**src/hw/rtl/crcdf_pkg.sv**
```systemverilog
`default_nettype none

package crcdf_pkg;

  // CRC-16/MCRF4XX: reflected polynomial, all-ones start, no final xor
  localparam logic [15:0] CRC_INIT = 16'hFFFF;
  localparam logic [15:0] CRC_POLY = 16'h8408;

  // configuration register indexes
  localparam logic [1:0] CFG_AUTO_ACK  = 2'd0;
  localparam logic [1:0] CFG_START     = 2'd1;
  localparam logic [1:0] CFG_SEQ_TYPE  = 2'd2;

  // result status codes
  localparam logic [1:0] ST_DATA     = 2'd0;
  localparam logic [1:0] ST_EMPTY    = 2'd1;
  localparam logic [1:0] ST_CRC_BAD  = 2'd2;
  localparam logic [1:0] ST_TOO_LONG = 2'd3;

  localparam logic [6:0] LEN_SAT = 7'd127;

  // controller to datapath, all qualified by an accepted item except emit
  typedef struct packed {
    logic crc_init;
    logic take_type;
    logic take_len_lo;
    logic take_len_hi;
    logic take_body;
    logic take_crc_lo;
    logic check_crc;
    logic emit;
  } crcdf_cmd_t;

  // datapath to controller
  typedef struct packed {
    logic is_start;
    logic len_big;
    logic len_zero;
    logic body_last;
    logic crc_ok;
    logic frame_empty;
    logic emit_done;
    logic out_free;
  } crcdf_sts_t;

  function automatic logic [15:0] crc_byte(input logic [15:0] crc, input logic [7:0] b);
    logic [15:0] c;
    c = crc ^ {8'h00, b};
    for (int i = 0; i < 8; i++) begin
      c = c[0] ? ((c >> 1) ^ CRC_POLY) : (c >> 1);
    end
    return c;
  endfunction

endpackage

`default_nettype wire

```
**src/hw/rtl/crcdf_ram.sv**
```systemverilog
`default_nettype none

module crcdf_ram #(
  parameter int WIDTH = 8,
  parameter int DEPTH = 64,
  localparam int AW = (DEPTH > 1) ? $clog2(DEPTH) : 1
) (
  input  wire logic             clk,
  input  wire logic             wr_en,
  input  wire logic [AW-1:0]    wr_addr,
  input  wire logic [WIDTH-1:0] wr_data,
  input  wire logic             rd_en,
  input  wire logic [AW-1:0]    rd_addr,
  output logic      [WIDTH-1:0] rd_data
);

  logic [WIDTH-1:0] mem [DEPTH];

  always_ff @(posedge clk) begin
    if (wr_en) begin
      mem[wr_addr] <= wr_data;
    end
    if (rd_en) begin
      rd_data <= mem[rd_addr];
    end
  end

endmodule

`default_nettype wire

```
**src/hw/rtl/crcdf_ctrl.sv**
```systemverilog
`default_nettype none

module crcdf_ctrl
  import crcdf_pkg::*;
(
  input  wire logic       clk,
  input  wire logic       rst_n,
  input  wire logic       in_valid,
  output logic            in_ready,
  input  wire crcdf_sts_t sts,
  output crcdf_cmd_t      cmd
);

  localparam logic [2:0] S_HUNT   = 3'd0;
  localparam logic [2:0] S_TYPE   = 3'd1;
  localparam logic [2:0] S_LEN_LO = 3'd2;
  localparam logic [2:0] S_LEN_HI = 3'd3;
  localparam logic [2:0] S_BODY   = 3'd4;
  localparam logic [2:0] S_CRC_LO = 3'd5;
  localparam logic [2:0] S_CRC_HI = 3'd6;
  localparam logic [2:0] S_EMIT   = 3'd7;

  logic [2:0] state_r, state_nxt;
  logic       acc;

  // bytes that may post a result wait for a free output register
  always_comb begin
    case (state_r)
      S_EMIT:             in_ready = 1'b0;
      S_LEN_HI, S_CRC_HI: in_ready = sts.out_free;
      default:            in_ready = 1'b1;
    endcase
  end

  assign acc = in_valid && in_ready;

  always_comb begin
    state_nxt = state_r;
    cmd       = '0;
    case (state_r)
      S_HUNT: begin
        if (acc && sts.is_start) begin
          cmd.crc_init = 1'b1;
          state_nxt    = S_TYPE;
        end
      end
      S_TYPE: begin
        if (acc) begin
          cmd.take_type = 1'b1;
          state_nxt     = S_LEN_LO;
        end
      end
      S_LEN_LO: begin
        if (acc) begin
          cmd.take_len_lo = 1'b1;
          state_nxt       = S_LEN_HI;
        end
      end
      S_LEN_HI: begin
        if (acc) begin
          cmd.take_len_hi = 1'b1;
          if (sts.len_big) begin
            state_nxt = S_HUNT;
          end else if (sts.len_zero) begin
            state_nxt = S_CRC_LO;
          end else begin
            state_nxt = S_BODY;
          end
        end
      end
      S_BODY: begin
        if (acc) begin
          cmd.take_body = 1'b1;
          if (sts.body_last) begin
            state_nxt = S_CRC_LO;
          end
        end
      end
      S_CRC_LO: begin
        if (acc) begin
          cmd.take_crc_lo = 1'b1;
          state_nxt       = S_CRC_HI;
        end
      end
      S_CRC_HI: begin
        if (acc) begin
          cmd.check_crc = 1'b1;
          state_nxt     = (sts.crc_ok && !sts.frame_empty) ? S_EMIT : S_HUNT;
        end
      end
      S_EMIT: begin
        cmd.emit = 1'b1;
        if (sts.emit_done) begin
          state_nxt = S_HUNT;
        end
      end
      default: state_nxt = S_HUNT;
    endcase
  end

  always_ff @(posedge clk) begin
    if (!rst_n) begin
      state_r <= S_HUNT;
    end else begin
      state_r <= state_nxt;
    end
  end

  assert property (@(posedge clk) disable iff (!rst_n)
    sts.emit_done |-> state_r == S_EMIT)
    else $error("emit_done outside the emit phase");

endmodule

`default_nettype wire

```
**src/hw/rtl/crcdf_dp.sv**
```systemverilog
`default_nettype none

module crcdf_dp
  import crcdf_pkg::*;
#(
  parameter int MAX_PAYLOAD = 64
) (
  input  wire logic       clk,
  input  wire logic       rst_n,
  input  wire logic       cfg_wr_en,
  input  wire logic [1:0] cfg_index,
  input  wire logic [7:0] cfg_wdata,
  input  wire logic [7:0] rx_byte,
  input  wire crcdf_cmd_t cmd,
  output crcdf_sts_t      sts,
  input  wire logic       out_ready,
  output logic            out_valid,
  output logic      [1:0] out_status,
  output logic      [7:0] out_frame_type,
  output logic      [6:0] out_frame_length,
  output logic      [5:0] out_byte_index,
  output logic      [7:0] out_payload_byte,
  output logic            out_last,
  output logic            out_ack_request,
  output logic      [7:0] out_ack_sequence
);

  localparam int AW = (MAX_PAYLOAD > 1) ? $clog2(MAX_PAYLOAD) : 1;
  localparam logic [6:0]  MAXP   = 7'(MAX_PAYLOAD);
  localparam logic [15:0] MAXP16 = 16'(MAX_PAYLOAD);

  // configuration
  logic       ack_cfg_r;
  logic [7:0] start_cfg_r;
  logic [7:0] seq_type_cfg_r;

  // frame state
  logic [7:0]  type_r;
  logic [7:0]  len_lo_r;
  logic [6:0]  len_r;
  logic [6:0]  cnt_r;
  logic [7:0]  crc_lo_r;
  logic [15:0] crc_r;
  logic [7:0]  byte0_r;

  // emission
  logic [6:0] rd_cnt_r;
  logic       pend_r;
  logic [5:0] pend_idx_r;
  logic [7:0] rd_data;
  logic       rd_en;
  logic       load;
  logic       load_last;
  logic       out_free;

  // output register
  logic       o_valid_r;
  logic [1:0] o_status_r;
  logic [7:0] o_type_r;
  logic [6:0] o_len_r;
  logic [5:0] o_idx_r;
  logic [7:0] o_pb_r;
  logic       o_last_r;
  logic       o_ack_r;
  logic [7:0] o_seq_r;

  logic [15:0] full_len;
  logic [6:0]  cnt_inc;
  logic [6:0]  sat_len;
  logic        wr_en;
  logic        post;
  logic [1:0]  p_status;
  logic [6:0]  p_len;
  logic [5:0]  p_idx;
  logic [7:0]  p_pb;
  logic        p_ack;
  logic [7:0]  p_seq;
  logic [7:0]  seq_val;

  assign full_len = {rx_byte, len_lo_r};
  assign cnt_inc  = cnt_r + 7'd1;
  assign sat_len  = (rx_byte != 8'h00 || len_lo_r[7]) ? LEN_SAT : len_lo_r[6:0];
  assign out_free = !o_valid_r || out_ready;
  assign seq_val  = (type_r == seq_type_cfg_r) ? byte0_r : 8'h00;

  assign sts.is_start    = rx_byte == start_cfg_r;
  assign sts.len_big     = full_len > MAXP16;
  assign sts.len_zero    = full_len == 16'h0000;
  assign sts.body_last   = cnt_inc >= len_r;
  assign sts.crc_ok      = {rx_byte, crc_lo_r} == crc_r;
  assign sts.frame_empty = len_r == 7'd0;
  assign sts.emit_done   = load && load_last;
  assign sts.out_free    = out_free;

  assign wr_en = cmd.take_body && (cnt_r < MAXP);

  // hold read data in the RAM register until the output register takes it
  assign load      = pend_r && out_free;
  assign load_last = ({1'b0, pend_idx_r} + 7'd1) == len_r;
  assign rd_en     = cmd.emit && (rd_cnt_r < len_r) && (!pend_r || load);

  crcdf_ram #(
    .WIDTH(8),
    .DEPTH(MAX_PAYLOAD)
  ) u_store (
    .clk    (clk),
    .wr_en  (wr_en),
    .wr_addr(cnt_r[AW-1:0]),
    .wr_data(rx_byte),
    .rd_en  (rd_en),
    .rd_addr(rd_cnt_r[AW-1:0]),
    .rd_data(rd_data)
  );

  always_ff @(posedge clk) begin
    if (!rst_n) begin
      ack_cfg_r      <= 1'b0;
      start_cfg_r    <= 8'hA5;
      seq_type_cfg_r <= 8'h01;
    end else if (cfg_wr_en) begin
      case (cfg_index)
        CFG_AUTO_ACK: ack_cfg_r      <= cfg_wdata[0];
        CFG_START:    start_cfg_r    <= cfg_wdata;
        CFG_SEQ_TYPE: seq_type_cfg_r <= cfg_wdata;
        default:      ;
      endcase
    end
  end

  always_ff @(posedge clk) begin
    if (!rst_n) begin
      type_r   <= 8'h00;
      len_lo_r <= 8'h00;
      len_r    <= 7'd0;
      cnt_r    <= 7'd0;
      crc_lo_r <= 8'h00;
      crc_r    <= CRC_INIT;
    end else begin
      if (cmd.crc_init) begin
        crc_r <= CRC_INIT;
      end
      if (cmd.take_type || cmd.take_len_lo || cmd.take_len_hi || cmd.take_body) begin
        crc_r <= crc_byte(crc_r, rx_byte);
      end
      if (cmd.take_type) begin
        type_r <= rx_byte;
      end
      if (cmd.take_len_lo) begin
        len_lo_r <= rx_byte;
      end
      if (cmd.take_len_hi) begin
        len_r <= len_lo_r[6:0];
        cnt_r <= 7'd0;
      end
      if (cmd.take_body) begin
        cnt_r <= cnt_inc;
      end
      if (cmd.take_crc_lo) begin
        crc_lo_r <= rx_byte;
      end
    end
  end

  always_ff @(posedge clk) begin
    if (cmd.take_body && cnt_r == 7'd0) begin
      byte0_r <= rx_byte;
    end
  end

  always_ff @(posedge clk) begin
    if (!rst_n) begin
      rd_cnt_r   <= 7'd0;
      pend_r     <= 1'b0;
      pend_idx_r <= 6'd0;
    end else begin
      if (cmd.check_crc) begin
        rd_cnt_r <= 7'd0;
      end
      if (rd_en) begin
        rd_cnt_r   <= rd_cnt_r + 7'd1;
        pend_r     <= 1'b1;
        pend_idx_r <= rd_cnt_r[5:0];
      end else if (load) begin
        pend_r <= 1'b0;
      end
    end
  end

  always_comb begin
    post     = 1'b0;
    p_status = ST_DATA;
    p_len    = 7'd0;
    p_idx    = 6'd0;
    p_pb     = 8'h00;
    p_ack    = 1'b0;
    p_seq    = 8'h00;
    if (cmd.take_len_hi && sts.len_big) begin
      post     = 1'b1;
      p_status = ST_TOO_LONG;
      p_len    = sat_len;
    end else if (cmd.check_crc && !sts.crc_ok) begin
      post     = 1'b1;
      p_status = ST_CRC_BAD;
      p_len    = len_r;
    end else if (cmd.check_crc && sts.frame_empty) begin
      post     = 1'b1;
      p_status = ST_EMPTY;
      p_ack    = ack_cfg_r;
    end else if (load) begin
      post     = 1'b1;
      p_status = ST_DATA;
      p_len    = len_r;
      p_idx    = pend_idx_r;
      p_pb     = rd_data;
      p_ack    = ack_cfg_r;
      p_seq    = seq_val;
    end
  end

  always_ff @(posedge clk) begin
    if (!rst_n) begin
      o_valid_r <= 1'b0;
    end else if (post) begin
      o_valid_r <= 1'b1;
    end else if (out_ready) begin
      o_valid_r <= 1'b0;
    end
  end

  always_ff @(posedge clk) begin
    if (post) begin
      o_status_r <= p_status;
      o_type_r   <= type_r;
      o_len_r    <= p_len;
      o_idx_r    <= p_idx;
      o_pb_r     <= p_pb;
      o_last_r   <= (p_status != ST_DATA) || load_last;
      o_ack_r    <= p_ack;
      o_seq_r    <= p_seq;
    end
  end

  assign out_valid        = o_valid_r;
  assign out_status       = o_status_r;
  assign out_frame_type   = o_type_r;
  assign out_frame_length = o_len_r;
  assign out_byte_index   = o_idx_r;
  assign out_payload_byte = o_pb_r;
  assign out_last         = o_last_r;
  assign out_ack_request  = o_ack_r;
  assign out_ack_sequence = o_seq_r;

  assert property (@(posedge clk) disable iff (!rst_n)
    load |-> cmd.emit)
    else $error("payload result loaded outside emission");

  assert property (@(posedge clk) disable iff (!rst_n)
    !cmd.emit |-> !pend_r)
    else $error("store read pending outside emission");

  assert property (@(posedge clk) disable iff (!rst_n)
    (cmd.take_len_hi || cmd.check_crc) |-> out_free)
    else $error("result posted over an occupied output register");

  assert property (@(posedge clk) disable iff (!rst_n)
    cmd.emit |-> rd_cnt_r <= len_r)
    else $error("store read beyond frame length");

endmodule

`default_nettype wire

```
**src/hw/rtl/crc16_frame_deframer.sv**
```systemverilog
`default_nettype none

// Channel   Dir  Handshake             Payload
// in_       in   in_tvalid/in_tready   in_tdata: one received link byte
// out_      out  out_tvalid/out_tready out_tdata, out_tuser (status), out_tlast
// cfg_      in   cfg_wr_en             cfg_index, cfg_wdata (no read-back)
//
// Cycles: one byte item per cycle while hunting and inside a frame. The high
// length byte and the high CRC byte wait until the output register is free.
// A good frame of N payload bytes streams N results from the payload RAM,
// one per cycle after a registered read; input is held meanwhile.
// Reset: synchronous, active low; the payload RAM needs no clearing pass.
// Stalls: out_tready low holds the output register and the pending RAM read.
module crc16_frame_deframer
  import crcdf_pkg::*;
#(
  parameter int MAX_PAYLOAD = 64
) (
  input  wire logic        clk,
  input  wire logic        rst_n,
  // configuration write port
  input  wire logic        cfg_wr_en,
  input  wire logic [1:0]  cfg_index,
  input  wire logic [7:0]  cfg_wdata,
  // received byte stream
  input  wire logic        in_tvalid,
  output logic             in_tready,
  input  wire logic [7:0]  in_tdata,   // [7:0] rx_byte
  // result stream
  output logic             out_tvalid,
  input  wire logic        out_tready,
  // [7:0] frame_type, [14:8] frame_length, [20:15] byte_index,
  // [28:21] payload_byte, [29] ack_request, [37:30] ack_sequence, [39:38] zero
  output logic      [39:0] out_tdata,
  output logic      [1:0]  out_tuser,  // [1:0] status
  output logic             out_tlast
);

  crcdf_cmd_t cmd;
  crcdf_sts_t sts;

  logic [6:0] frame_length;
  logic [5:0] byte_index;
  logic [7:0] frame_type;
  logic [7:0] payload_byte;
  logic [7:0] ack_sequence;
  logic       ack_request;

  // sequencer: hunt, header, body, crc, then emission of a good frame
  crcdf_ctrl u_ctrl (
    .clk     (clk),
    .rst_n   (rst_n),
    .in_valid(in_tvalid),
    .in_ready(in_tready),
    .sts     (sts),
    .cmd     (cmd)
  );

  // CRC, length checks, payload RAM and output register
  crcdf_dp #(
    .MAX_PAYLOAD(MAX_PAYLOAD)
  ) u_dp (
    .clk             (clk),
    .rst_n           (rst_n),
    .cfg_wr_en       (cfg_wr_en),
    .cfg_index       (cfg_index),
    .cfg_wdata       (cfg_wdata),
    .rx_byte         (in_tdata),
    .cmd             (cmd),
    .sts             (sts),
    .out_ready       (out_tready),
    .out_valid       (out_tvalid),
    .out_status      (out_tuser),
    .out_frame_type  (frame_type),
    .out_frame_length(frame_length),
    .out_byte_index  (byte_index),
    .out_payload_byte(payload_byte),
    .out_last        (out_tlast),
    .out_ack_request (ack_request),
    .out_ack_sequence(ack_sequence)
  );

  // pack result fields, first field lowest
  assign out_tdata = {2'b00, ack_sequence, ack_request, payload_byte,
                      byte_index, frame_length, frame_type};

endmodule

`default_nettype wire
```
**config.mk**
```make
export PLATFORM = sky130hd
export DESIGN_NAME = crc16_frame_deframer
export DESIGN_NICKNAME = d
export VERILOG_FILES = /design/src/hw/rtl/crcdf_pkg.sv /design/src/hw/rtl/crcdf_ram.sv /design/src/hw/rtl/crcdf_ctrl.sv /design/src/hw/rtl/crcdf_dp.sv /design/src/hw/rtl/crc16_frame_deframer.sv
export SDC_FILE = /design/constraint.sdc
export NUM_CORES = 1
export LEC_CHECK = 0
export ABC_AREA = 1
export BUFFER_PORTS_ARGS = -buffer_cell sky130_fd_sc_hd__buf_2
export CAP_MARGIN = 20
export CELL_PAD_IN_SITES_DETAIL_PLACEMENT = 1
export CELL_PAD_IN_SITES_GLOBAL_PLACEMENT = 2
export CORE_AREA = 2 2 222 279
export CTS_CLUSTER_DIAMETER = 100
export CTS_CLUSTER_SIZE = 24
export DETAILED_ROUTE_END_ITERATION = 12
export DIE_AREA = 0 0 224 281
export MAX_ROUTING_LAYER = met4
export PLACE_DENSITY = 0.89
export REMOVE_ABC_BUFFERS = 1
export SLEW_MARGIN = 20
export SYNTH_ARGS = -nofsm -noshare
export SYNTH_HDL_FRONTEND = slang
export SYNTH_SLANG_ARGS = --single-unit
```
**constraint.sdc**
```tcl
create_clock -name clk -period 4.7 [get_ports clk]
set_input_delay 0.47 -clock clk [delete_from_list [all_inputs] [get_ports clk]]
set_output_delay 0.47 -clock clk [all_outputs]
set_load 0.01 [all_outputs]
```
=== Word-level counts from Yosys, hierarchy flattened ===
Memory sizes are Yosys's and may differ from the RTL's. A register that Yosys moved wholly into a read port is not among the register bits.
Cells that the tools add are included.

* Bits in writable memories: 512
* Memories kept: 1
* Register bits after elaboration: 138
* Input bits: 23

* Reduce and logical (&&, ||, !) cells: 43
* Multiplexer cells: 58
* Equal/unequal tests: 22
* Bitwise logic cells: 11
* $add $sub $neg: 3
* Order comparisons: 4

{| class="wikitable"
|+ Memory list
! name !! depth !! width !! read ports !! clocked after memory_dff !! write ports !! line !! text
|-
| u_dp.u_store.mem || 64 || 8 || 1 || 1 || 1 || crcdf_ram.sv:17 || <nowiki>logic [WIDTH-1:0] mem [DEPTH];</nowiki>
|}

{| class="wikitable"
|+ Operators by type and width
! operator !! count
|-
| 16-bit two-way mux || 10
|-
| 7-bit two-way mux || 9
|-
| 3-bit two-way mux || 11
|-
| 1-bit two-way mux || 24
|-
| 2-bit NOT with 3-bit output || 8
|-
| 3-bit case mux with 8 select lines || 1
|-
| 16-bit equality test || 1
|-
| 8-bit equality test || 2
|-
| 16-bit by 7-bit greater-than comparator with 1-bit output, second input constant || 1
|-
| 16-bit logical NOT || 1
|-
| 16-bit by 8-bit bitwise XOR with 16-bit output || 1
|-
| 7-bit by 1-bit adder with 7-bit output, second input constant || 2
|-
| 7-bit logical NOT || 2
|-
| 2-bit by 1-bit != test with 1-bit output, second input constant || 7
|-
| 3-bit equality test, second input constant || 4
|-
| 1-bit logical AND || 12
|-
| 2-bit nonzero test || 6
|-
| 9-bit AND reduction || 1
|-
| 8-bit nonzero test || 1
|-
| 6-bit by 1-bit adder with 7-bit output, second input constant || 1
|-
| 7-bit equality test || 1
|-
| 7-bit greater-or-equal comparator || 1
|-
| 1-bit logical OR || 7
|-
| 7-bit less-than comparator || 1
|-
| other kinds (16) || 26
|}

=== Depth between registers and ports, before layout ===
Gate-level depths: netlist (run 1).

* Word-level depth: 18
* Gate-level depth with buffers: 14
* Gate-level depth less buffers: 14

=== By module ===
From an unflattened synthesis (run 1), not the netlist that was laid out.

* Cells, all modules: 2638
* Area, all modules: 28125.7 sq um

{| class="wikitable"
|+ By module, submodules not included
! module !! cells an instance !! times used !! area each (sq um)
|-
| crcdf_ram || 1805 || 1 || 21419.3
|-
| crcdf_dp || 768 || 1 || 6321.1
|-
| crcdf_ctrl || 61 || 1 || 359.1
|-
| crc16_frame_deframer || 4 || 1 || 26.3
|}

=== Worst setup path after synthesis (run 1) ===
No wires, ideal clock.

* Kind: input to register
* From: in in_tdata[2]
* To: reg u_dp.o_valid_r (netlist: u_dp.out_valid)
* Setup time: 0.125 ns
* Path buffers: 0
* Setup slack: 1.958 ns
* Data arrival time: 2.616 ns
* Required time: 4.575 ns
* Stages: 8
* Cell sequence: inv_1 -> nand4_1 -> nor2_1 -> nand3_1 -> nand2_1 -> nand3_1 -> o21ai_0 -> inv_1

* Cells in the longest elaborated chain, start to end: 6

{| class="wikitable"
|+ RTL lines
! item !! line !! text
|-
| start: declaration || crc16_frame_deframer.sv:28 || <nowiki>input wire logic [7:0] in_tdata,</nowiki>
|-
| parallel branches: the longest is 4 deep, another holds 16-bit by 7-bit greater-than comparator with 1-bit output || n/a ||
|-
| 1-bit two-way mux (*) || crcdf_dp.sv:197 || <nowiki>if (cmd.take_len_hi && sts.len_big) begin</nowiki>
|-
| named net u_dp.post || crcdf_dp.sv:71 || <nowiki>logic post;</nowiki>
|-
| 1-bit two-way mux or 2-bit nonzero test (tied branches) || n/a ||
|-
| end signal: assignment || crcdf_dp.sv:222 || <nowiki>o_valid_r <= 1'b0;</nowiki>
|-
| end signal: assignment || crcdf_dp.sv:224 || <nowiki>o_valid_r <= 1'b1;</nowiki>
|-
| end signal: assignment || crcdf_dp.sv:226 || <nowiki>o_valid_r <= 1'b0;</nowiki>
|-
| end: declaration || crcdf_dp.sv:57 || <nowiki>logic o_valid_r;</nowiki>
|}

Mark *: on every way through the listed nets, which the timed path passes.
A chain may end at the register's enable or synchronous reset.

=== Worst setup path in the final report (run 1) ===
* From: reg u_ctrl.state_r[1]
* To: mem u_dp.u_store.mem[41][7], enable pin

* Cells in the longest elaborated chain, start to end: 9

{| class="wikitable"
|+ RTL lines
! item !! line !! text
|-
| start: declaration || crcdf_ctrl.sv:23 || <nowiki>logic [2:0] state_r, state_nxt;</nowiki>
|-
| start signal: assignment || crcdf_ctrl.sv:105 || <nowiki>state_r <= state_nxt;</nowiki>
|-
| 3-bit by 2-bit equality test with 1-bit output or 3-bit equality test (tied branches) || crcdf_ctrl.sv:28 || <nowiki>case (state_r)</nowiki>
|-
| 2-bit OR reduction || crcdf_ctrl.sv:28 ||
|-
| 1-bit case mux with 2 select lines || crcdf_ctrl.sv:28 ||
|-
| 1-bit logical AND || crcdf_ctrl.sv:35 || <nowiki>assign acc = in_valid && in_ready;</nowiki>
|-
| 1-bit two-way mux || crcdf_ctrl.sv:72 || <nowiki>if (acc) begin</nowiki>
|-
| 1-bit two-way mux (*) || crcdf_ctrl.sv:40 || <nowiki>case (state_r)</nowiki>
|-
| 1-bit logical AND (*) || crcdf_dp.sv:95 || <nowiki>assign wr_en = cmd.take_body && (cnt_r < MAXP);</nowiki>
|-
| 1-bit two-way mux (*) || crcdf_ram.sv:20 || <nowiki>if (wr_en) begin</nowiki>
|-
| 1-bit two-way mux (implied by the code) (*) || crcdf_ram.sv:21 || <nowiki>mem[wr_addr] <= wr_data;</nowiki>
|-
| end: declaration || crcdf_ram.sv:17 ||
|}

Every way passes the cells marked *; elsewhere a longest branch is shown, timed or not.

==> impl_results.md, run 1 <==
- DRC violation total after the first TritonRoute iteration: 1,714
- Final-report max-slew violation count: 0
- Overflow left after global routing: 0
- Cells along the critical path: inv_1, nand4_1, nor2_1, inv_1, nor2_1, nand3_1, nor2_1
- Effective utilization at floorplan: between 40% and 50%
- Critical register-to-register path endpoint: u_dp.u_store.mem[41][7]$_DFFE_PP_
- Maximum number of pins on one net before global-route repair: roughly 160
- Maximum clock frequency: 287 MHz
- Worst hold path stage count: 3
- Net switching power figure: 2710 µW
- Non-filler cells, final: 3,268
- Reg-to-reg setup timing slack: 1.22 ns
- CTS tree: done
- Fraction of final layout cells with drive strength greater than 1: under 10%
- Part of the total power dissipated in the clock network: around 28%
- Number of antenna violations at the first check in global routing: 1
- Post-DP HPWL: around 53 mm
- Uppermost metal layer occupied by signal nets: met4
- Termination of the worst setup path: u_dp.u_store.mem[41][7]$_DFFE_PP_
- Transition time of the tightest slew-check pin: between 1 and 1.5 ns
- Launching element of the worst setup path: u_ctrl.state_r[1]$_SDFFE_PN0P_
- Die width: around 220 µm
- Total met2 wirelength after detailed routing: ~40 mm
- Htree depth: 1
- Overall via count from detail_route: roughly 19,000
- Internal portion of total power: between 8000 and 9000 µW
- Clock-pin slew of the registers on the worst-case setup and hold paths: around 0.090 ns
- Proportion of total power due to net switching: 25.0%
- Overall Power: ~11,000 µW
- Number of global-route vias before repair: 19,827
- Sequential cell area: ~19,000 µm²
- Relative slew slack: a little over a quarter
- Finished Cell Area: 29,300 µm²
- Routed met1 length: around 32 mm
- Period utilisation layout: ~74%
- Max-cap viol count: 0
- Signed area change from the synthesized netlist to the final layout: 6.50%
- Share of synthesized area occupied by flip-flops and latches: between 60 and 70%
- Share of async-settable or async-resettable flops after synthesis: 0%
- Dpl ws: roughly 1.2 ns
- Remaining DRCs: 0
- Crit path setup slack, layout: about 1.2 ns
- Post-placement cell count: about 3,200
- Worst R2R Start: u_ctrl.state_r[1]$_SDFFE_PN0P_
- Signal arrival time at the worst endpoint: between 3 and 4 ns
- Netlist area before placement: roughly 28,000 µm²
- Fill cell instance count of the final layout: 6,418
- Largest registers ranked by flip-flop count: u_dp.u_store.mem (512), u_dp.crc_r (16)
- Kind of end point of the critical path: flip-flop
- Outcome: complete, no violations
- RSZ-0062 raised after global routing: no
- Number of distinct standard cells referenced by the synthesized netlist: 45
- DRT Pass-1 Iters: 5
- Count of buffers added by post-CTS timing repair for setup: 0
- Setup violation total in the final timing report: 0
- Combinational cell fraction of total power: around 10%
- Number of gates resized after cts: 0
- Cell with the most instances on the worst path: nor2_1
- Number of clock sinks: 658
- Largest register FFs: 512
- Hold slack: 0.0577 ns
- Type of the worst min-delay path: in2reg
- Final routed wire length divided by cell count: roughly 25 µm
- Post-Syn Area per Cell: between 10 and 15 µm²
- Cells on worst reg2reg path: 7
- Worst-path fanout max: 8
- YS warnings: 0
- Met3 Wirelength: ~3.8 mm
- Clk_skew: between 0.015 and 0.02 ns
- Die Y-Extent: 281 µm
- Cell area after placement: around 28,000 µm²
- First-pass GRT wire length: 122 mm
- Maximum single-stage delay on the critical path: 0.93 ns
- Final RePlAce weighted congestion: ~0.85
- Share of the synthesized area in the top cell type: roughly 62%
- Required time of the worst setup path: 4.97 ns
- Register ranked first by flip-flop count: u_dp.u_store.mem
- Remaining number of nets flagged by the antenna check after routing: 0
- Bufs and invs on worst path: 2
- Max IR drop VDD: roughly 300 µV
- Number of synthesized flops with an enable pin: 569
- Top post-synthesis cells by area: edfxtp_1 (62%), dfxtp_1 (6.5%), nor2_1 (5.8%)
- Post-Synthesis Cells: around 2,500
- Min Clock Period, post-route: between 3 and 4 ns
- Register share of total power: 61.4%
- Critical Path Stages: 7
- Multi-input gate area in the final layout: between 7000 and 8000 µm²
- GRT Total Usage: 26.5%
- Crit-path leading delay family: simple AND/OR/NAND/NOR gates
- Worst Setup Start Kind: flip-flop
- Leakage power figure: 0.0103 µW
- Number of flip-flops and latches in the synthesized netlist: between 600 and 700
- Commonest cells after routing, fill and taps aside: edfxtp_1 (569), nor2_1 (428), nand2_1 (401)
- Power density over cell area: 369 nW/µm²
- Dominant synthesized flop cell: edfxtp_1
- Highest-delay cell along the critical path: nor2_1
- Final net count: about 2,500
- Post-CTS Hold Fix Bufs: 0
- Largest buffer count on any clock path: 3
- Drt via density: between 5 and 6
- Placeable core region: around 60,000 µm²
- Clock buffer count from CTS: 31
- Cell taking the most area after synthesis: edfxtp_1
- Clock latency at the later pin of the worst-skew pair: between 0.6 and 0.7 ns
- Buffer type at the clock tree root: clkbuf_16
- Final Hold Viols: 0
- I/O Pins: between 60 and 70
- Leading cell type in the layout, fill and taps excluded: edfxtp_1
- Area of the die: between 60,000 and 70,000 µm²
- Site row count: roughly 100
- Type of the worst setup path: reg2reg
- Final routed wirelength across all metal layers: 80.8 mm
- I/O Buffers: 65
## logic make-up (layout without fill, tap and decap cells)
kind of cell	Yosys count	count (layout)	share of synthesized area, %
flops	658	658	68.5
simple gates	982	982	14.7
buf+inv	240	259	3.95
xor+xnor	54	54	1.72
fa+ha+maj	17	17	0.773
compound gates	523	523	10.3
other cells	1	3	0.0136
## layer usage
metal	vias up	GRT usage, %
met5	-	-
met4	0	11.8
met2	600	45.9
met1	9548	31.5
li1	8650	-
met3	167	2.26
## cells in the mapped netlist, types with 2 or more instances
cell	count
xor2_1	29
edfxtp_1	569
nand2_1	401
nand4_2	4
a21oi_1	63
o21ai_0	291
inv_1	94
clkbuf_1	69
nor2_4	3
buf_2	23
o31ai_1	2
nand3_1	98
inv_2	4
dfxtp_1	89
nor2_2	13
buf_1	11
nand3_4	2
nand4_1	18
ha_1	17
o21ai_1	18
buf_4	27
xnor2_1	25
clkinv_1	4
nor2_1	428
o211ai_1	6
o22ai_1	137
nor3_1	5
nand2_4	2
buf_6	7
## power groups by stage
stage                     Clock, µW  Combinational [µW]  Sequential, µW
after floorplan                   0                 687            6730
after global placement            0                1060            6760
after detailed placement          0                1090            6760
after CTS                      3130                1100            6630
after global routing           3280                1220            6650
final                          3080                1090            6630
## through the flow
| step | setup TNS [ns] | utilization (%) |
|---|---|---|
| floorplan | -43.52 | - |
| global placement | 0 | 47.1 |
| detailed placement | 0 | 47.1 |
| CTS | 0 | 48.6 |
| global route | 0 | 48.6 |
| finish | 0 | 48.6 |
## tightest hold or removal path, stage by stage
cell and delay, ns:
buf_2 0.09, nand2_1 0.05, nand3_1 0.06
## how the worst min path moves through the flow
stage                                       start                               end  slack [ns]
finish                               cfg_wdata[7]  u_dp.start_cfg_r[7]$_SDFFE_PN1P_        0.06
global route                         cfg_wdata[7]  u_dp.start_cfg_r[7]$_SDFFE_PN1P_        0.05
CTS                                  cfg_wdata[7]  u_dp.start_cfg_r[7]$_SDFFE_PN1P_        0.03
detailed placement  u_dp.crc_lo_r[6]$_SDFFE_PN0P_     u_dp.crc_lo_r[6]$_SDFFE_PN0P_        0.46
global placement    u_dp.crc_lo_r[6]$_SDFFE_PN0P_     u_dp.crc_lo_r[6]$_SDFFE_PN0P_        0.46
floorplan           u_dp.crc_lo_r[4]$_SDFFE_PN0P_     u_dp.crc_lo_r[4]$_SDFFE_PN0P_        0.44
## layout make-up
| type | instances | area share [%] |
|---|---|---|
| antenna | 1 | 0.00854 |
| clock buffer | 56 | 2.97 |
| clock inverter | 1 | 0.0555 |
| inverter | 103 | 1.34 |
| multi-input combinational | 1578 | 25.9 |
| sequential | 658 | 64.4 |
| tap | 772 | 3.29 |
| timing repair buffer | 99 | 2.08 |
No activity file was read; power rests on OpenSTA's default activity.
==> run 2, diff against run 1 <==
--- a/config.mk
+++ b/config.mk
@@ -5,18 +5,18 @@
 export SDC_FILE = /design/constraint.sdc
 export NUM_CORES = 1
 export LEC_CHECK = 0
-export ABC_AREA = 1
+export ABC_AREA = 0
 export BUFFER_PORTS_ARGS = -buffer_cell sky130_fd_sc_hd__buf_2
 export CAP_MARGIN = 20
 export CELL_PAD_IN_SITES_DETAIL_PLACEMENT = 1
 export CELL_PAD_IN_SITES_GLOBAL_PLACEMENT = 2
-export CORE_AREA = 2 2 222 279
+export CORE_AREA = 2 2 214 269
 export CTS_CLUSTER_DIAMETER = 100
 export CTS_CLUSTER_SIZE = 24
 export DETAILED_ROUTE_END_ITERATION = 12
-export DIE_AREA = 0 0 224 281
+export DIE_AREA = 0 0 216 271
 export MAX_ROUTING_LAYER = met4
-export PLACE_DENSITY = 0.89
+export PLACE_DENSITY = 0.83
 export REMOVE_ABC_BUFFERS = 1
 export SLEW_MARGIN = 20
 export SYNTH_ARGS = -nofsm -noshare
==> constraint.sdc (replaced) <==
create_clock -name clk -period 3.6 [get_ports clk]
set_input_delay 0.36 -clock clk [delete_from_list [all_inputs] [get_ports clk]]
set_output_delay 0.36 -clock clk [all_outputs]
set_load 0.01 [all_outputs]
==> run 2 against run 1 <==
Effect of this change:
- power increased by 18%
- highest routed layer unchanged
- clock skew increased by 0.0080 ns
- synthesized area decreased by 3.5%
- critical endpoint is now u_dp.u_store.mem[38][2]$_DFFE_PP_
- largest power group unchanged
- clock power increased by 28%
- routed wire length decreased by 17%
- first-iteration DRC count decreased by 23%
- cell count decreased by 28%
- critical path type unchanged
==> impl_results.md, run 2 <==
- Outcome: complete, no violations
- Signal arrival time at the worst endpoint: 3.65 ns
- Required time of the worst setup path: around 3.8 ns
- Total negative slack for setup checks: 0 ns
- Post-Syn Area per Cell: between 15 and 20 µm²
- DRC violation total after the first TritonRoute iteration: between 1,000 and 1,500
- Register ranked first by flip-flop count: u_dp.u_store.mem
- Type of the worst setup path: reg2reg
- Final RePlAce weighted congestion: 0.891
- Commonest cells in the netlist: edfxtp_1 (569), mux4_2 (168), nand2_1 (103)
- Period utilisation layout: a little over nine tenths
- Number of clock sinks: 658
- Largest registers ranked by flip-flop count: u_dp.u_store.mem (512), u_dp.crc_r (16)
- Clk_skew: between 0.02 and 0.03 ns
- Crit-path leading delay family: simple AND/OR/NAND/NOR gates
- Fraction of final layout cells with drive strength greater than 1: between 20% and 30%
- Die Y-Extent: around 270 µm
- Drt via density: a little under 6
- Netlist area before placement: ~27,000 µm²
- Placeable core region: 55,800 µm²
- Final-report max-slew violation count: 0
- Highest-delay cell along the critical path: nor2_1
- Post-placement cell count: roughly 2,300
- Final Hold Viols: 0
- YS warnings: 0
- Share of async-settable or async-resettable flops after synthesis: 0%
- Type of the worst min-delay path: in2reg
- Max IR drop VDD: approximately 290 µV
- I/O Buffers: 65
- Overall via count from detail_route: about 14,000
- Kind of end point of the critical path: flip-flop
- Clock buffer count from CTS: 31
- Site row count: just under 100
- Commonest cells after routing, fill and taps aside: edfxtp_1 (569), mux4_2 (168), nand2_1 (102)
- RSZ-0062 raised after global routing: no
- Post-Synthesis Cells: about 1,500
- Count of buffers added by post-CTS timing repair for setup: 0
- Xor and xnor area share after synthesis: under 10%
- Most numerous cell in the Yosys netlist: edfxtp_1
- Cell area after placement: 28,100 µm²
- Overall Power: 12,700 µW
- Combinational family with the most area after synthesis: multiplexers
- Leading cell type in the layout, fill and taps excluded: edfxtp_1
- First-pass GRT wire length: 99.3 mm
- Clock latency at the later pin of the worst-skew pair: ~0.62 ns
- Maximum single-stage delay on the critical path: roughly 0.82 ns
- Util after Layout: between 50% and 60%
- Setup violation total in the final timing report: 0
- Dominant synthesized flop cell: edfxtp_1
- Number of antenna violations at the first check in global routing: 0
- Area of the die: 58,500 µm²
- I/O Pins: 68
- Top post-synthesis cells by area: edfxtp_1 (64%), mux4_2 (14%), dfxtp_1 (6.7%)
- Cell taking the most area after synthesis: edfxtp_1
- Share of synthesized area spent on multiplexers: between 10% and 20%
- Number of synthesized flops with an enable pin: between 500 and 600
- Min Clock Period, post-route: between 3 and 4 ns
- Maximum clock frequency: slightly below 300 MHz
- Bufs and invs on worst path: 0
- CTS tree: done
- Die width: around 220 µm
- Remaining number of nets flagged by the antenna check after routing: 0
- Number of gates resized after cts: 0
- Finished Cell Area: ~29,000 µm²
- Number of global-route vias before repair: approximately 14,000
- Final routed wirelength across all metal layers: between 60 and 70 mm
- Non-filler cells, final: 2,346
- Final net count: between 1,500 and 2,000
- Simple-gate area share of the yosys netlist: 6.11%
- Overflow left after global routing: 0
- Cells along the critical path: nand2b_1, or2_2, nor3_1, nand3_1, nor2_1
- Maximum number of pins on one net before global-route repair: 96
- Leakage power figure: roughly 0.0091 µW
- DRT Pass-1 Iters: 5
- Adder-cell share of the synthesized area: less than 1%
- Max-cap viol count: 0
- Share of synthesized area occupied by flip-flops and latches: 71.0%
- Number of flip-flops and latches in the synthesized netlist: about 660
- Clock-pin slew of the registers on the worst-case setup and hold paths: about 0.090 ns
- Buffer type at the clock tree root: clkbuf_16
- Post-CTS Hold Fix Bufs: 3
- Power density over cell area: roughly 440 nW/µm²
- Number of antenna repair diodes: 0
- Largest register FFs: between 500 and 600
- Remaining DRCs: 0
- Transition time of the tightest slew-check pin: around 0.99 ns
- Effective utilization at floorplan: 47.6%
- Htree depth: 1
- Worst-path fanout max: 18
- Largest buffer count on any clock path: 3
- Number of distinct standard cells referenced by the synthesized netlist: 53
- Post-DP HPWL: 46.1 mm
- Fill cell instance count of the final layout: 5,139
- Share of the synthesized area in the top cell type: approximately 64%
- Relative slew slack: 34.0%
- GRT Total Usage: a little under a quarter
- Compound-gate portion of the synthesized area: under 10%
- Worst Setup Start Kind: flip-flop
- Signed area change from the synthesized netlist to the final layout: 9.38%
- Final routed wire length divided by cell count: between 20 and 30 µm
-- run 2: worst paths after layout --
path / slack, ns / end / from / cells after the start
max: 0.19 / u_dp.u_store.mem[38][2]$_DFFE_PP_ / u_ctrl.state_r[2]$_SDFFE_PN0P_ / 5
min: 0.02 / u_dp.start_cfg_r[2]$_SDFFE_PN1P_ / cfg_wdata[2] / 3
min reg2reg: 0.49 / u_dp.crc_lo_r[1]$_SDFFE_PN0P_ / u_dp.crc_lo_r[1]$_SDFFE_PN0P_ / 2
max reg2reg: 0.19 / u_dp.u_store.mem[38][2]$_DFFE_PP_ / u_ctrl.state_r[2]$_SDFFE_PN0P_ / 5
-- run 2: cell type report --
type	instances	area (µm²)	area share [%]
Timing Repair Buffer	146	1000	3.45
Clock buffer	56	870	2.99
Inverter	13	48.8	0.168
Clock inverter	1	16.3	0.0560
Sequential cell	658	18900	65.0
Tap cell	742	928	3.20
Multi-Input combinational cell	730	7310	25.2
-- run 2: through the flow --
step | setup slack [ns] | hold WS (ns)
global placement | 0.598 | 0.465
finish | 0.195 | 0.0202
global route | 0.0449 | 0.0193
floorplan | -3.64 | 0.422
CTS | 0.272 | 0.00413
detailed placement | 0.335 | 0.474
-- run 2: tightest hold or removal path: stages --
cell     delay (ns)
buf_2          0.11
mux2i_1        0.07
nand2_1        0.06
-- run 2: cells by family after synthesis --
logic type,count (synthesis)
AO/OA/AOI/OAI,112
flip-flops,658
other,1
AND/OR/NAND/NOR,333
adder cells (fa/ha/maj),17
multiplexers,200
XOR/XNOR,66
buffers and inverters,100
-- run 2: per-layer routing --
metal / share of wire [%] / wire [µm] / GRT usage (%) / up-vias
li1: - / - / - / 5985
met1: 40 / 26700 / 29.9 / 7411
met2: 53 / 35600 / 41.7 / 381
met3: 4.4 / 2950 / 2.36 / 84
met4: 2.5 / 1690 / 5.89 / 0
met5: 0 / 0 / - / -
-- run 2: report_power, final --
part / total [µW] / leakage, µW / switching (µW) / internal [µW]
Combinational: 466 / 0.00280 / 314 / 152
Sequential: 8340 / 0.00586 / 48.8 / 8290
Clock: 3940 / 0.000419 / 2290 / 1650
Total: 12700 / 0.00907 / 2650 / 10100
==> run 3, diff against run 2 <==
--- a/config.mk
+++ b/config.mk
@@ -10,13 +10,15 @@
 export CAP_MARGIN = 20
 export CELL_PAD_IN_SITES_DETAIL_PLACEMENT = 1
 export CELL_PAD_IN_SITES_GLOBAL_PLACEMENT = 2
-export CORE_AREA = 2 2 214 269
+export CORE_AREA = 2 2 210 263
+export CTS_BUF_LIST = sky130_fd_sc_hd__clkbuf_8
 export CTS_CLUSTER_DIAMETER = 100
 export CTS_CLUSTER_SIZE = 24
 export DETAILED_ROUTE_END_ITERATION = 12
-export DIE_AREA = 0 0 216 271
+export DIE_AREA = 0 0 212 265
+export GPL_TIMING_DRIVEN = 0
 export MAX_ROUTING_LAYER = met4
-export PLACE_DENSITY = 0.83
+export PLACE_DENSITY = 0.86
 export REMOVE_ABC_BUFFERS = 1
 export SLEW_MARGIN = 20
 export SYNTH_ARGS = -nofsm -noshare
==> run 3 against run 2 <==
Effect of this change:
- the run now ends with negative setup slack left
- routed wire length is 10% lower
- cell count shrank 3.1%
- power is 7.4% lower
- critical path depth unchanged
- worst setup slack got worse by 0.20 ns
- maximum frequency decreased by 5.6%
- via count fell by 4.7%
- largest power group unchanged
==> impl_results.md, run 3 (synthesis gave the netlist of run 2 again) <==
- Placeable core region: 53,600 µm²
- Crit path setup slack, layout: -0.00692 ns
- Power density over cell area: ~420 nW/µm²
- Remaining number of nets flagged by the antenna check after routing: 0
- Transition time of the tightest slew-check pin: approximately 1.1 ns
- Max IR drop VDD: ~310 µV
- Largest register FFs: 512
- Total negative slack for setup checks: -0.0204 ns
- Fraction of final layout cells with drive strength greater than 1: 20.0%
- Final RePlAce weighted congestion: approximately 0.8
- Maximum single-stage delay on the critical path: around 0.94 ns
- CTS tree: done
- Reg-to-reg setup timing slack: -0.007 ns
- Sequential cell area: between 15,000 and 20,000 µm²
- Worst hold path stage count: 4
- Number of global-route vias before repair: 14,227
- Leading cell type in the layout, fill and taps excluded: edfxtp_1
- DRC violation total after the first TritonRoute iteration: 1,082
- Leakage power figure: about 0.0087 µW
- Number of antenna violations at the first check in global routing: 3
- Final-report max-slew violation count: 0
- DRT Pass-1 Iters: 5
- Launching element of the worst setup path: u_ctrl.state_r[2]$_SDFFE_PN0P_
- Violated checks: negative setup slack
- Kind of end point of the critical path: flip-flop
- Outcome: complete, but fails checks
- Worst Setup Start Kind: flip-flop
- Site row count: 95
- Setup violation total in the final timing report: 6
- Final Hold Viols: 0
- Fill cell instance count of the final layout: 4,865
- Drt via density: ~5.8
- Maximum clock frequency: between 200 and 300 MHz
- Signal arrival time at the worst endpoint: just under 4 ns
- Buffer type at the clock tree root: clkbuf_8
- Min-Delay Endpoint: u_dp.ack_cfg_r$_SDFFE_PN0P_
- GRT Total Usage: 22.6%
- Number of clock sinks: 658
- Cells along the critical path: nand2b_1, or2_2, nor3_1, nand3_1, nor2_1
- Min Clock Period, post-route: between 3 and 4 ns
- Period utilisation layout: 100%
- Maximum number of pins on one net before global-route repair: 87
- Clk_skew: slightly below 0.04 ns
- Critical register-to-register path endpoint: u_dp.u_store.mem[39][7]$_DFFE_PP_
- Largest registers ranked by flip-flop count: u_dp.u_store.mem (512), u_dp.crc_r (16)
- Max-cap viol count: 0
- Relative slew slack: 26.9%
- Worst Hold Launch: cfg_index[1]
- Final routed wire length divided by cell count: approximately 26 µm
- Multi-input gate area in the final layout: around 7400 µm²
- Final net count: approximately 1,600
- Highest-delay cell along the critical path: nor2_1
- Clock latency at the later pin of the worst-skew pair: between 0.7 and 0.8 ns
- Die width: 212 µm
- RSZ-0062 raised after global routing: yes
- Type of the worst min-delay path: in2reg
- Cells on worst reg2reg path: 5
- Area of the die: between 50,000 and 60,000 µm²
- Htree depth: 1
- Register ranked first by flip-flop count: u_dp.u_store.mem
- Signed area change from the synthesized netlist to the final layout: 7.04%
- Cell area after placement: ~28,000 µm²
- Type of the worst setup path: reg2reg
- Finished Cell Area: ~28,000 µm²
- Util after Layout: around 53%
- Final routed wirelength across all metal layers: 59.9 mm
- Clock-pin slew of the registers on the worst-case setup and hold paths: 0.15 ns
- Largest buffer count on any clock path: 3
- Post-DP HPWL: 38.8 mm
- Effective utilization at floorplan: between 40% and 50%
- Remaining DRCs: 0
- Worst-path fanout max: 18
- Commonest cells after routing, fill and taps aside: edfxtp_1 (569), mux4_2 (168), nand2_1 (102)
- First-pass GRT wire length: between 90 and 100 mm
- Overall Power: 11,800 µW
- Clock buffer count from CTS: 31
- I/O Buffers: 65
- Required time of the worst setup path: ~4.0 ns
- Overflow left after global routing: 0
- Worst R2R Start: u_ctrl.state_r[2]$_SDFFE_PN0P_
- Die Y-Extent: between 200 and 300 µm
- Overall via count from detail_route: approximately 13,000
- I/O Pins: 68
## run 3: changes by cell type in the layout (fill, tap and decap cells not counted), sizes merged
cell         before  now
clkinvlp          0    1
buf             143   75
diode             0    4
bufinv            0    1
dlygate4sd3       3    8
clkbuf           56   31
inv              14   38
## run 3: what timing repair did
item	in CTS	in global routing
buffers inserted	0	0
hold buffers	8	0
endpoints found under the setup margin	0	102
endpoints found under the hold margin	17	0
resized for setup	0	11
## run 3: worst max-delay path by stage
stage,end,slack (ns),cells after the start
after floorplan,u_dp.rd_cnt_r[0]$_SDFFE_PN0P_,-3.64,7
after global placement,u_dp.rd_cnt_r[0]$_SDFFE_PN0P_,-6.24,7
after detailed placement,u_dp.out_ack_sequence[3]$_SDFFCE_PP0P_,0.02,8
after CTS,u_dp.u_store.mem[7][2]$_DFFE_PP_,0.04,5
after global routing,u_dp.u_store.mem[39][7]$_DFFE_PP_,-0.11,5
final,u_dp.u_store.mem[39][7]$_DFFE_PP_,-0.007,5
## run 3: area by class of cell
type                            count  area share (%)
Inverter                           13           0.172
Timing Repair Buffer               83            2.35
Clock buffer                       31            1.50
Multi-Input combinational cell    730            25.9
Clock inverter                     27           0.488
Antenna cell                        4          0.0352
Tap cell                          727            3.20
Sequential cell                   658            66.4
## run 3: per-stage QoR
step	std cells	worst slack, ns	hold slack [ns]
2_1_floorplan	1401	-3.64	0.422
3_3_place_gp	2193	-6.24	0.462
3_5_place_dp	2203	0.0248	0.465
4_1_cts	2269	0.0366	0.00128
5_1_grt	2272	-0.109	0.0410
6_report	2273	-0.00692	0.0457
## run 3: power by group
group / total (µW) / switching, µW / leakage [µW] / internal [µW]
logic: 418 / 274 / 0.00251 / 143
registers: 8330 / 40.0 / 0.00586 / 8290
clock network: 3050 / 2150 / 0.000371 / 897
## run 3: critical path, delay by kind of cell, from the launching register on
family        cells  cell delay (ns)
flops             1             0.57
simple gates      5             2.67
## run 3: per-layer routing
layer	vias to the layer above	global-route usage [%]	part of all wire, %
met5	-	-	0
met4	0	6.53	2.8
met3	70	2.68	4.2
met2	294	39.3	53
met1	6992	28.0	40
li1	5851	-	-
